`src/rtl/link_reconnect_backoff_fsm_defines.svh`:
```
// Assertion macros for the RTL of the reconnect controller.
`ifndef LINK_RECONNECT_BACKOFF_FSM_DEFINES_SVH
`define LINK_RECONNECT_BACKOFF_FSM_DEFINES_SVH

// Same-cycle implication, sampled on aclk, off while in reset
`define LRB_ASSERT_IMPL(label, ante, cons) \
    label: assert property (@(posedge aclk) disable iff (!aresetn) (ante) |-> (cons)) \
        else $error("lrb implication check failed");

// Next-cycle implication, sampled on aclk, off while in reset
`define LRB_ASSERT_NEXT(label, ante, cons) \
    label: assert property (@(posedge aclk) disable iff (!aresetn) (ante) |=> (cons)) \
        else $error("lrb next-cycle check failed");

`endif

```
`src/rtl/lrb_pkg.sv`:
```
package lrb_pkg;

    localparam int TimeW = 32;
    localparam int CntW  = 32;
    localparam int ModeW = 2;
    localparam int CfgIdxW = 2;

    // Link modes
    localparam logic [ModeW-1:0] MODE_IDLE       = 2'd0;
    localparam logic [ModeW-1:0] MODE_CONNECTING = 2'd1;
    localparam logic [ModeW-1:0] MODE_CONNECTED  = 2'd2;

    // Register indexes
    localparam logic [CfgIdxW-1:0] CFG_ENABLED    = 2'd0;
    localparam logic [CfgIdxW-1:0] CFG_RETRY_BASE = 2'd1;
    localparam logic [CfgIdxW-1:0] CFG_RETRY_MAX  = 2'd2;
    localparam logic [CfgIdxW-1:0] CFG_ATTEMPT_TO = 2'd3;

    // Register reset values
    localparam logic [TimeW-1:0] RETRY_BASE_RESET = 32'd1000;
    localparam logic [TimeW-1:0] RETRY_MAX_RESET  = 32'd60000;
    localparam logic [TimeW-1:0] ATTEMPT_TO_RESET = 32'(15 * 1000);

    typedef struct packed {
        logic             enabled;
        logic [TimeW-1:0] retry_base;
        logic [TimeW-1:0] retry_max;
        logic [TimeW-1:0] attempt_timeout;
    } lrb_cfg_t;

    typedef struct packed {
        logic [ModeW-1:0] mode;
        logic [TimeW-1:0] retry_delay;
        logic [TimeW-1:0] retry_mark;
        logic [TimeW-1:0] attempt_mark;
        logic             retry_pending;
        logic [CntW-1:0]  connects;
        logic [CntW-1:0]  drops;
    } lrb_state_t;

    typedef struct packed {
        logic             start_attempt;
        logic             drop_link;
    } lrb_cmd_t;

endpackage

```
`src/rtl/lrb_step.sv`:
```
module lrb_step
    import lrb_pkg::*;
(
    input  lrb_cfg_t         cfg,
    input  lrb_state_t       cur,
    input  logic [TimeW-1:0] now_ms,
    input  logic             link_up,
    output lrb_state_t       nxt,
    output lrb_cmd_t         cmd
);

    logic [TimeW-1:0] retry_age;
    logic [TimeW-1:0] attempt_age;
    logic             retry_due;
    logic             start;
    logic             attempt_expired;
    logic [TimeW-1:0] doubled_delay;

    // Elapsed tests on wrapping time marks
    assign retry_age = now_ms - cur.retry_mark;
    assign retry_due = !cur.retry_pending || (retry_age >= cur.retry_delay);
    assign start     = cfg.enabled && (cur.mode == MODE_IDLE) && !link_up && retry_due;

    // An attempt started this tick has age zero
    assign attempt_age     = start ? '0 : (now_ms - cur.attempt_mark);
    assign attempt_expired = attempt_age >= cfg.attempt_timeout;

    // Double the delay, capped at the maximum
    assign doubled_delay = (cur.retry_delay >= (cfg.retry_max >> 1)) ?
                           cfg.retry_max : {cur.retry_delay[TimeW-2:0], 1'b0};

    always_comb begin
        logic [ModeW-1:0] mid_mode;
        nxt = cur;
        cmd = '0;
        mid_mode = cur.mode;
        if (cfg.enabled) begin
            // Launch an attempt when idle, link down and retry due
            if (start) begin
                cmd.start_attempt = 1'b1;
                nxt.attempt_mark  = now_ms;
                nxt.retry_pending = 1'b0;
                mid_mode          = MODE_CONNECTING;
            end
            nxt.mode = mid_mode;
            case (mid_mode)
                MODE_IDLE: begin
                    if (link_up) begin
                        nxt.mode = MODE_CONNECTED;
                    end
                end
                MODE_CONNECTING: begin
                    if (link_up) begin
                        nxt.connects    = cur.connects + 1'b1;
                        nxt.retry_delay = cfg.retry_base;
                        nxt.mode        = MODE_CONNECTED;
                    end else if (attempt_expired) begin
                        cmd.drop_link     = 1'b1;
                        nxt.retry_mark    = now_ms;
                        nxt.retry_pending = 1'b1;
                        nxt.mode          = MODE_IDLE;
                        nxt.retry_delay   = doubled_delay;
                    end
                end
                MODE_CONNECTED: begin
                    if (!link_up) begin
                        nxt.drops         = cur.drops + 1'b1;
                        nxt.retry_mark    = now_ms;
                        nxt.retry_pending = 1'b1;
                        nxt.retry_delay   = cfg.retry_base;
                        nxt.mode          = MODE_IDLE;
                    end
                end
                default: begin
                    nxt.mode = MODE_IDLE;
                end
            endcase
        end
    end

endmodule

```
`src/rtl/link_reconnect_backoff_fsm.sv`:
```
// Link reconnect controller with capped exponential backoff.
//
// Input stream (s_axis_*): one word per tick, carrying the wrapping millisecond
// time and one sample of the radio association status. Result stream (m_axis_*):
// one word per tick with the start and drop commands, the mode after the tick,
// the current retry delay and the connect and drop counters.
// Configuration: cfg_wr_en/cfg_index/cfg_wdata write one register per cycle;
// write only while no tick is in flight.
//
// A tick is held in the input register; the mode update then loads the
// result register, which holds the result word until the receiver takes it.
// One tick is accepted per clock while the receiver does not stall; the rate
// is set by the state update loop through state_reg.
// When the receiver stalls, the result register holds its word and the input
// register still takes one more tick; after that s_axis_tready drops.
// Reset (aresetn low, synchronous) empties both registers, returns the mode to
// idle with counters and marks at zero, and loads the register defaults.
module link_reconnect_backoff_fsm
    import lrb_pkg::*;
(
    input  logic                aclk,
    input  logic                aresetn,

    input  logic                cfg_wr_en,
    input  logic [CfgIdxW-1:0]  cfg_index,
    input  logic [TimeW-1:0]    cfg_wdata,

    input  logic                s_axis_tvalid,
    output logic                s_axis_tready,
    // [31:0] now_ms, [32] link_up, [39:33] zero
    input  logic [39:0]         s_axis_tdata,

    output logic                m_axis_tvalid,
    input  logic                m_axis_tready,
    // [0] start_attempt, [1] drop_link, [3:2] link_mode, [35:4] retry_delay_ms,
    // [67:36] connects_total, [99:68] drops_total, [103:100] zero
    output logic [103:0]        m_axis_tdata
);

`include "link_reconnect_backoff_fsm_defines.svh"

    lrb_cfg_t         cfg_reg;
    lrb_state_t       state_reg;
    lrb_state_t       state_next;
    lrb_cmd_t         cmd_next;

    logic             in_valid_reg;
    logic [TimeW-1:0] in_now_reg;
    logic             in_up_reg;

    logic             out_valid_reg;
    lrb_cmd_t         out_cmd_reg;
    lrb_state_t       out_state_reg;

    logic             advance;

    // Move the held tick into the result register when there is room
    assign advance       = in_valid_reg && (!out_valid_reg || m_axis_tready);
    assign s_axis_tready = !in_valid_reg || advance;

    // Configuration registers
    always_ff @(posedge aclk) begin
        if (!aresetn) begin
            cfg_reg.enabled         <= 1'b0;
            cfg_reg.retry_base      <= RETRY_BASE_RESET;
            cfg_reg.retry_max       <= RETRY_MAX_RESET;
            cfg_reg.attempt_timeout <= ATTEMPT_TO_RESET;
        end else if (cfg_wr_en) begin
            case (cfg_index)
                CFG_ENABLED:    cfg_reg.enabled         <= cfg_wdata[0];
                CFG_RETRY_BASE: cfg_reg.retry_base      <= cfg_wdata;
                CFG_RETRY_MAX:  cfg_reg.retry_max       <= cfg_wdata;
                CFG_ATTEMPT_TO: cfg_reg.attempt_timeout <= cfg_wdata;
                default: ;
            endcase
        end
    end

    // Input register
    always_ff @(posedge aclk) begin
        if (!aresetn) begin
            in_valid_reg <= 1'b0;
        end else if (s_axis_tready) begin
            in_valid_reg <= s_axis_tvalid;
        end
    end

    always_ff @(posedge aclk) begin
        if (s_axis_tready && s_axis_tvalid) begin
            in_now_reg <= s_axis_tdata[TimeW-1:0];
            in_up_reg  <= s_axis_tdata[TimeW];
        end
    end

    lrb_step u_step (
        .cfg     (cfg_reg),
        .cur     (state_reg),
        .now_ms  (in_now_reg),
        .link_up (in_up_reg),
        .nxt     (state_next),
        .cmd     (cmd_next)
    );

    // Controller state: advance once per tick
    always_ff @(posedge aclk) begin
        if (!aresetn) begin
            state_reg.mode          <= MODE_IDLE;
            state_reg.retry_delay   <= RETRY_BASE_RESET;
            state_reg.retry_mark    <= '0;
            state_reg.attempt_mark  <= '0;
            state_reg.retry_pending <= 1'b0;
            state_reg.connects      <= '0;
            state_reg.drops         <= '0;
        end else if (advance) begin
            state_reg <= state_next;
        end
    end

    // Result register
    always_ff @(posedge aclk) begin
        if (!aresetn) begin
            out_valid_reg <= 1'b0;
        end else if (advance) begin
            out_valid_reg <= 1'b1;
        end else if (m_axis_tready) begin
            out_valid_reg <= 1'b0;
        end
    end

    always_ff @(posedge aclk) begin
        if (advance) begin
            out_cmd_reg   <= cmd_next;
            out_state_reg <= state_next;
        end
    end

    assign m_axis_tvalid = out_valid_reg;
    assign m_axis_tdata  = {4'b0,
                            out_state_reg.drops,
                            out_state_reg.connects,
                            out_state_reg.retry_delay,
                            out_state_reg.mode,
                            out_cmd_reg.drop_link,
                            out_cmd_reg.start_attempt};

    // A dropped attempt always leaves the controller idle
    `LRB_ASSERT_IMPL(a_drop_leaves_idle, out_valid_reg && out_cmd_reg.drop_link,
                     out_state_reg.mode == MODE_IDLE)
    // A started attempt never reports an established link
    `LRB_ASSERT_IMPL(a_start_not_connected, out_valid_reg && out_cmd_reg.start_attempt,
                     out_state_reg.mode == MODE_CONNECTING || out_state_reg.mode == MODE_IDLE)
    // A tick while disabled leaves the state unchanged
    `LRB_ASSERT_NEXT(a_disabled_holds, advance && !cfg_reg.enabled,
                     state_reg == $past(state_reg))

endmodule
```
`config.mk`:
```
export PLATFORM = sky130hd
export DESIGN_NAME = link_reconnect_backoff_fsm
export DESIGN_NICKNAME = d
export VERILOG_FILES = /design/src/rtl/lrb_pkg.sv /design/src/rtl/lrb_step.sv /design/src/rtl/link_reconnect_backoff_fsm.sv
export VERILOG_INCLUDE_DIRS = /design/src /design/src/rtl
export SDC_FILE = /design/constraint.sdc
export NUM_CORES = 1
export LEC_CHECK = 0
export ABC_AREA = 1
export CAP_MARGIN = 20
export CORE_AREA = 4 4 259 312
export DETAILED_ROUTE_END_ITERATION = 8
export DIE_AREA = 0 0 263 316
export DONT_BUFFER_PORTS = 1
export SLEW_MARGIN = 40
export SYNTH_ARGS = -nofsm -noshare
export SYNTH_HDL_FRONTEND = slang
export SYNTH_SLANG_ARGS = --single-unit
```
`constraint.sdc`:
```
create_clock -name aclk -period 5.08 [get_ports aclk]
set_input_delay 0.762 -clock aclk [delete_from_list [all_inputs] [get_ports aclk]]
set_output_delay 0.762 -clock aclk [all_outputs]
set_load 0.02 [all_outputs]
```
==> summary.txt <==
Status
  – Status: complete, but fails checks
  – Failing checks: setup timing

Worst setup path
  – Crit-path max FO: 6
  – Crit Path Category: register to register
  – CP max stage delay: 470 ps
  – CP Data Required Time: 5560 ps
  – Endpoint class of the critical path: register
  – Buffers and inverters on the worst path: 8
  – Crit path launch type: register
  – Crit path arrival time: 6200 ps
  – Worst path slowest cell: edfxtp_1
  – Most frequent CP cell: nand2_1
  – Top cell family by delay on the critical path: simple AND/OR/NAND/NOR gates

Placed design
  – Gp weighted congestion: 0.881
  – Placed insts: 4,212
  – IO buf count: 0
  – Post-DP HPWL: 51,400 µm

Logic synthesis
  – Yosys warns: 0
  – Mux contribution to synthesized area: 0
  – Sequential cell area fraction in the yosys report: 0.399
  – Simple-gate portion of the synthesized area: 0.216
  – Largest family of logic cells by synthesized area: simple AND/OR/NAND/NOR gates
  – Cell area after synthesis: 23,100 µm²
  – Post-Synth XOR/XNOR Area: 0.0359
  – Compound-cell area share of the yosys netlist: 0.163
  – Area share of fa/ha/maj cells after synthesis: 0.0877
  – Synth cell types: 53
  – Yosys reg bits: 395
  – Cells after Synth: 3,140
  – Syn Area/Cell: 7.37 µm²

Power and ir drop
  – Peak supply drop: 229 µV
  – Total power per unit cell area: 304 nW/µm²
  – Sw Ratio: 0.290
  – Static Leak: 12.4 nW
  – Register share of total power: 0.422
  – Combinational cell fraction of total power: 0.168
  – NetSw: 2.49 mW
  – Int Power: 6.11 mW
  – Clock power share: 0.411

Detailed routing
  – Drt wl/cell: 17.1 µm
  – Iter 0 DRT Violations: 1,722
  – Residual DRC count: 0
  – Drt first pass iters: 6
  – Antenna viol nets, final: 0
  – Routed wire length: 74,200 µm
  – Vias per Instance: 4.84
  – Via count: 21,000

Layout
  – Max reg flops: 163
  – Fin nets: 3,504
  – Final cell count without fillers: 4,333
  – Fillcell total: 8,067
  – Synth-to-Final Area Change: 22.3%
  – Share of cells above drive strength 1: 0.146
  – Reg area: 9240 µm²
  – Area of the multi-input gates: 12,500 µm²

Clock network
  – CTS buffer count: 47
  – Reg clk slew, reported paths: 60 ps
  – Skew-Pair Late Insertion Delay: 590 ps
  – Clk root buf: clkbuf_16
  – Longest Clk Path Bufs: 3
  – CTS Sinks: 395
  – CTS H-tree lvls: 2
  – CTS tree: done

GRT
  – Vias in the first global route: 19,500
  – Initial antenna violation count: 2
  – Global-route wire length before repair: 112,000 µm
  – Pin count of the biggest net entering global routing: 169
  – GR Util All Layers: 0.169
  – Overflow after GRT: 0

STA
  – Max Clock Freq: 0.175 GHz
  – RSZ-0062 raised after global routing: true
  – Endpoints failing setup: 100
  – Post-route minimum period: 5720 ps
  – Final setup margin: -639 ps
  – Actual slew at the worst max-slew pin: 958 ps
  – Worst slew margin: 0.356
  – Clk_skew: 25.3 ps
  – Tcrit/Tclk final: 1.13
  – Worst hold margin: 266 ps
  – Final Hold Viols: 0
  – Max-slew violation count: 0

Die
  – DIE AREA: 83,100 µm²
  – Die width: 263 µm
  – Number of I/O pins: 185
  – Core ar.: 77,600 µm²
  – Cell Rows: 112
  – Starting Density: 0.298
  – Vert. Die Dim: 316 µm

Hold path
  – Hold/Removal Path Class: input pin to register

Flow run
  – Max Cap Viol: 0
power by group through the flow:
stage | Combinational (mW) | Clock, mW | Sequential, mW
floorplan | 0.907 | 0 | 3.65
global placement | 1.27 | 0 | 3.69
detailed placement | 1.28 | 0 | 3.69
CTS | 1.37 | 3.62 | 3.63
global route | 1.62 | 3.75 | 3.64
finish | 1.44 | 3.53 | 3.63
metal layers:
layer / vias up / wire (µm) / global-route usage
met1: 9714 / 32000 / 0.216
met5: - / 20 / 0
li1: 10600 / - / -
met3: 116 / 4930 / 0.0357
met4: 2 / 1980 / 0.0456
met2: 571 / 35200 / 0.292
synth_stat cells, drive strengths merged:
master | n | area (µm²)
a21boi | 4 | 30.0
o2111ai | 1 | 8.76
a31oi | 5 | 31.3
o221ai | 1 | 8.76
nand3 | 162 | 843
buf | 40 | 234
o21ai | 308 | 1550
dfxtp | 262 | 5250
nor4 | 13 | 103
a21oi | 303 | 1520
nand3b | 3 | 22.5
nor3 | 33 | 175
and3 | 2 | 12.5
a21o | 11 | 82.6
or2 | 2 | 12.5
a41oi | 1 | 8.76
and2b | 1 | 7.51
o22ai | 2 | 12.5
edfxtp | 133 | 3990
nor2b | 1 | 6.26
ha | 159 | 1990
inv | 453 | 1700
fa | 2 | 40.0
o21a | 12 | 90.1
o21bai | 7 | 52.6
a221oi | 1 | 8.76
a22oi | 31 | 233
conb | 1 | 3.75
nor2 | 326 | 1280
nand2 | 631 | 2380
xnor2 | 20 | 175
clkbuf | 88 | 330
o211ai | 18 | 135
xor2 | 75 | 657
nand4 | 26 | 163
clkinv | 2 | 12.5
stage by stage:
step	utilization	worst slack (ps)	power (mW)	TNS (ps)	area, µm²
2_1_floorplan	-	26.6	4.55	0	23200
3_3_place_gp	0.326	-894	4.96	-77060	25300
3_5_place_dp	0.326	-926	4.98	-80740	25300
4_1_cts	0.356	-576	8.62	-49060	27700
5_1_grt	0.364	-951	9.01	-87320	28300
6_report	0.365	-639	8.60	-54790	28300
kinds of logic (layout without fill, tap and decap cells):
family | Yosys count | in the layout
compound gates | 705 | 705
xor+xnor | 95 | 95
fa+ha+maj | 161 | 161
buf+inv | 583 | 742
flops | 395 | 395
other cells | 1 | 9
simple gates | 1200 | 1200
layout make-up:
cell class,instances,share of cell area
Clock inverter,31,0.0115
Sequential cell,395,0.326
Clock buffer,56,0.0453
Antenna cell,5,0.000442
Timing Repair Buffer,200,0.0671
Tap cell,1026,0.0454
Inverter,455,0.0614
Multi-Input combinational cell,2165,0.442
timing repair:
action,CTS,global route
cloned,6,5
endpoints found under the setup margin,100,100
pin swaps,11,79
hold buffers,0,0
gates resized for setup,110,135
buffers inserted,13,10
path summary, 6_finish.rpt:
check | start | to | slack [ps] | depth (start not counted)
worst max-delay path | in_now_reg[17] | state_reg[121] | -640 | 37
worst min register to register | state_reg[91] | state_reg[91] | 460 | 2
worst max register to register | in_now_reg[17] | state_reg[121] | -640 | 37
worst min-delay path | s_axis_tdata[23] | in_now_reg[23] | 270 | 0
cells in the final DEF (no fill, tap or decap), drive strengths merged, types with 2 or more instances in the layout:
cell type  netlist  layout
a22oi           31      31
clkinv           2      25
conb             1       4
a21boi           4       4
nand3b           3       3
clkbuf          88      61
nor2           326     326
nand3          162     162
and3             2       2
nor4            13      13
nand4           26      26
nand2          631     631
diode            0       5
o22ai            2       2
o21a            12      12
a21oi          303     303
a31oi            5       5
inv            453     453
o21bai           7       7
buf             40     195
dfxtp          262     262
fa               2       2
or2              2       2
edfxtp         133     133
clkinvlp         0       2
o21ai          308     308
a21o            11      11
ha             159     159
nor3            33      33
o211ai          18      18
xnor2           20      20
xor2            75      75
bufinv           0       6
Power figures use the tool's default switching activity.
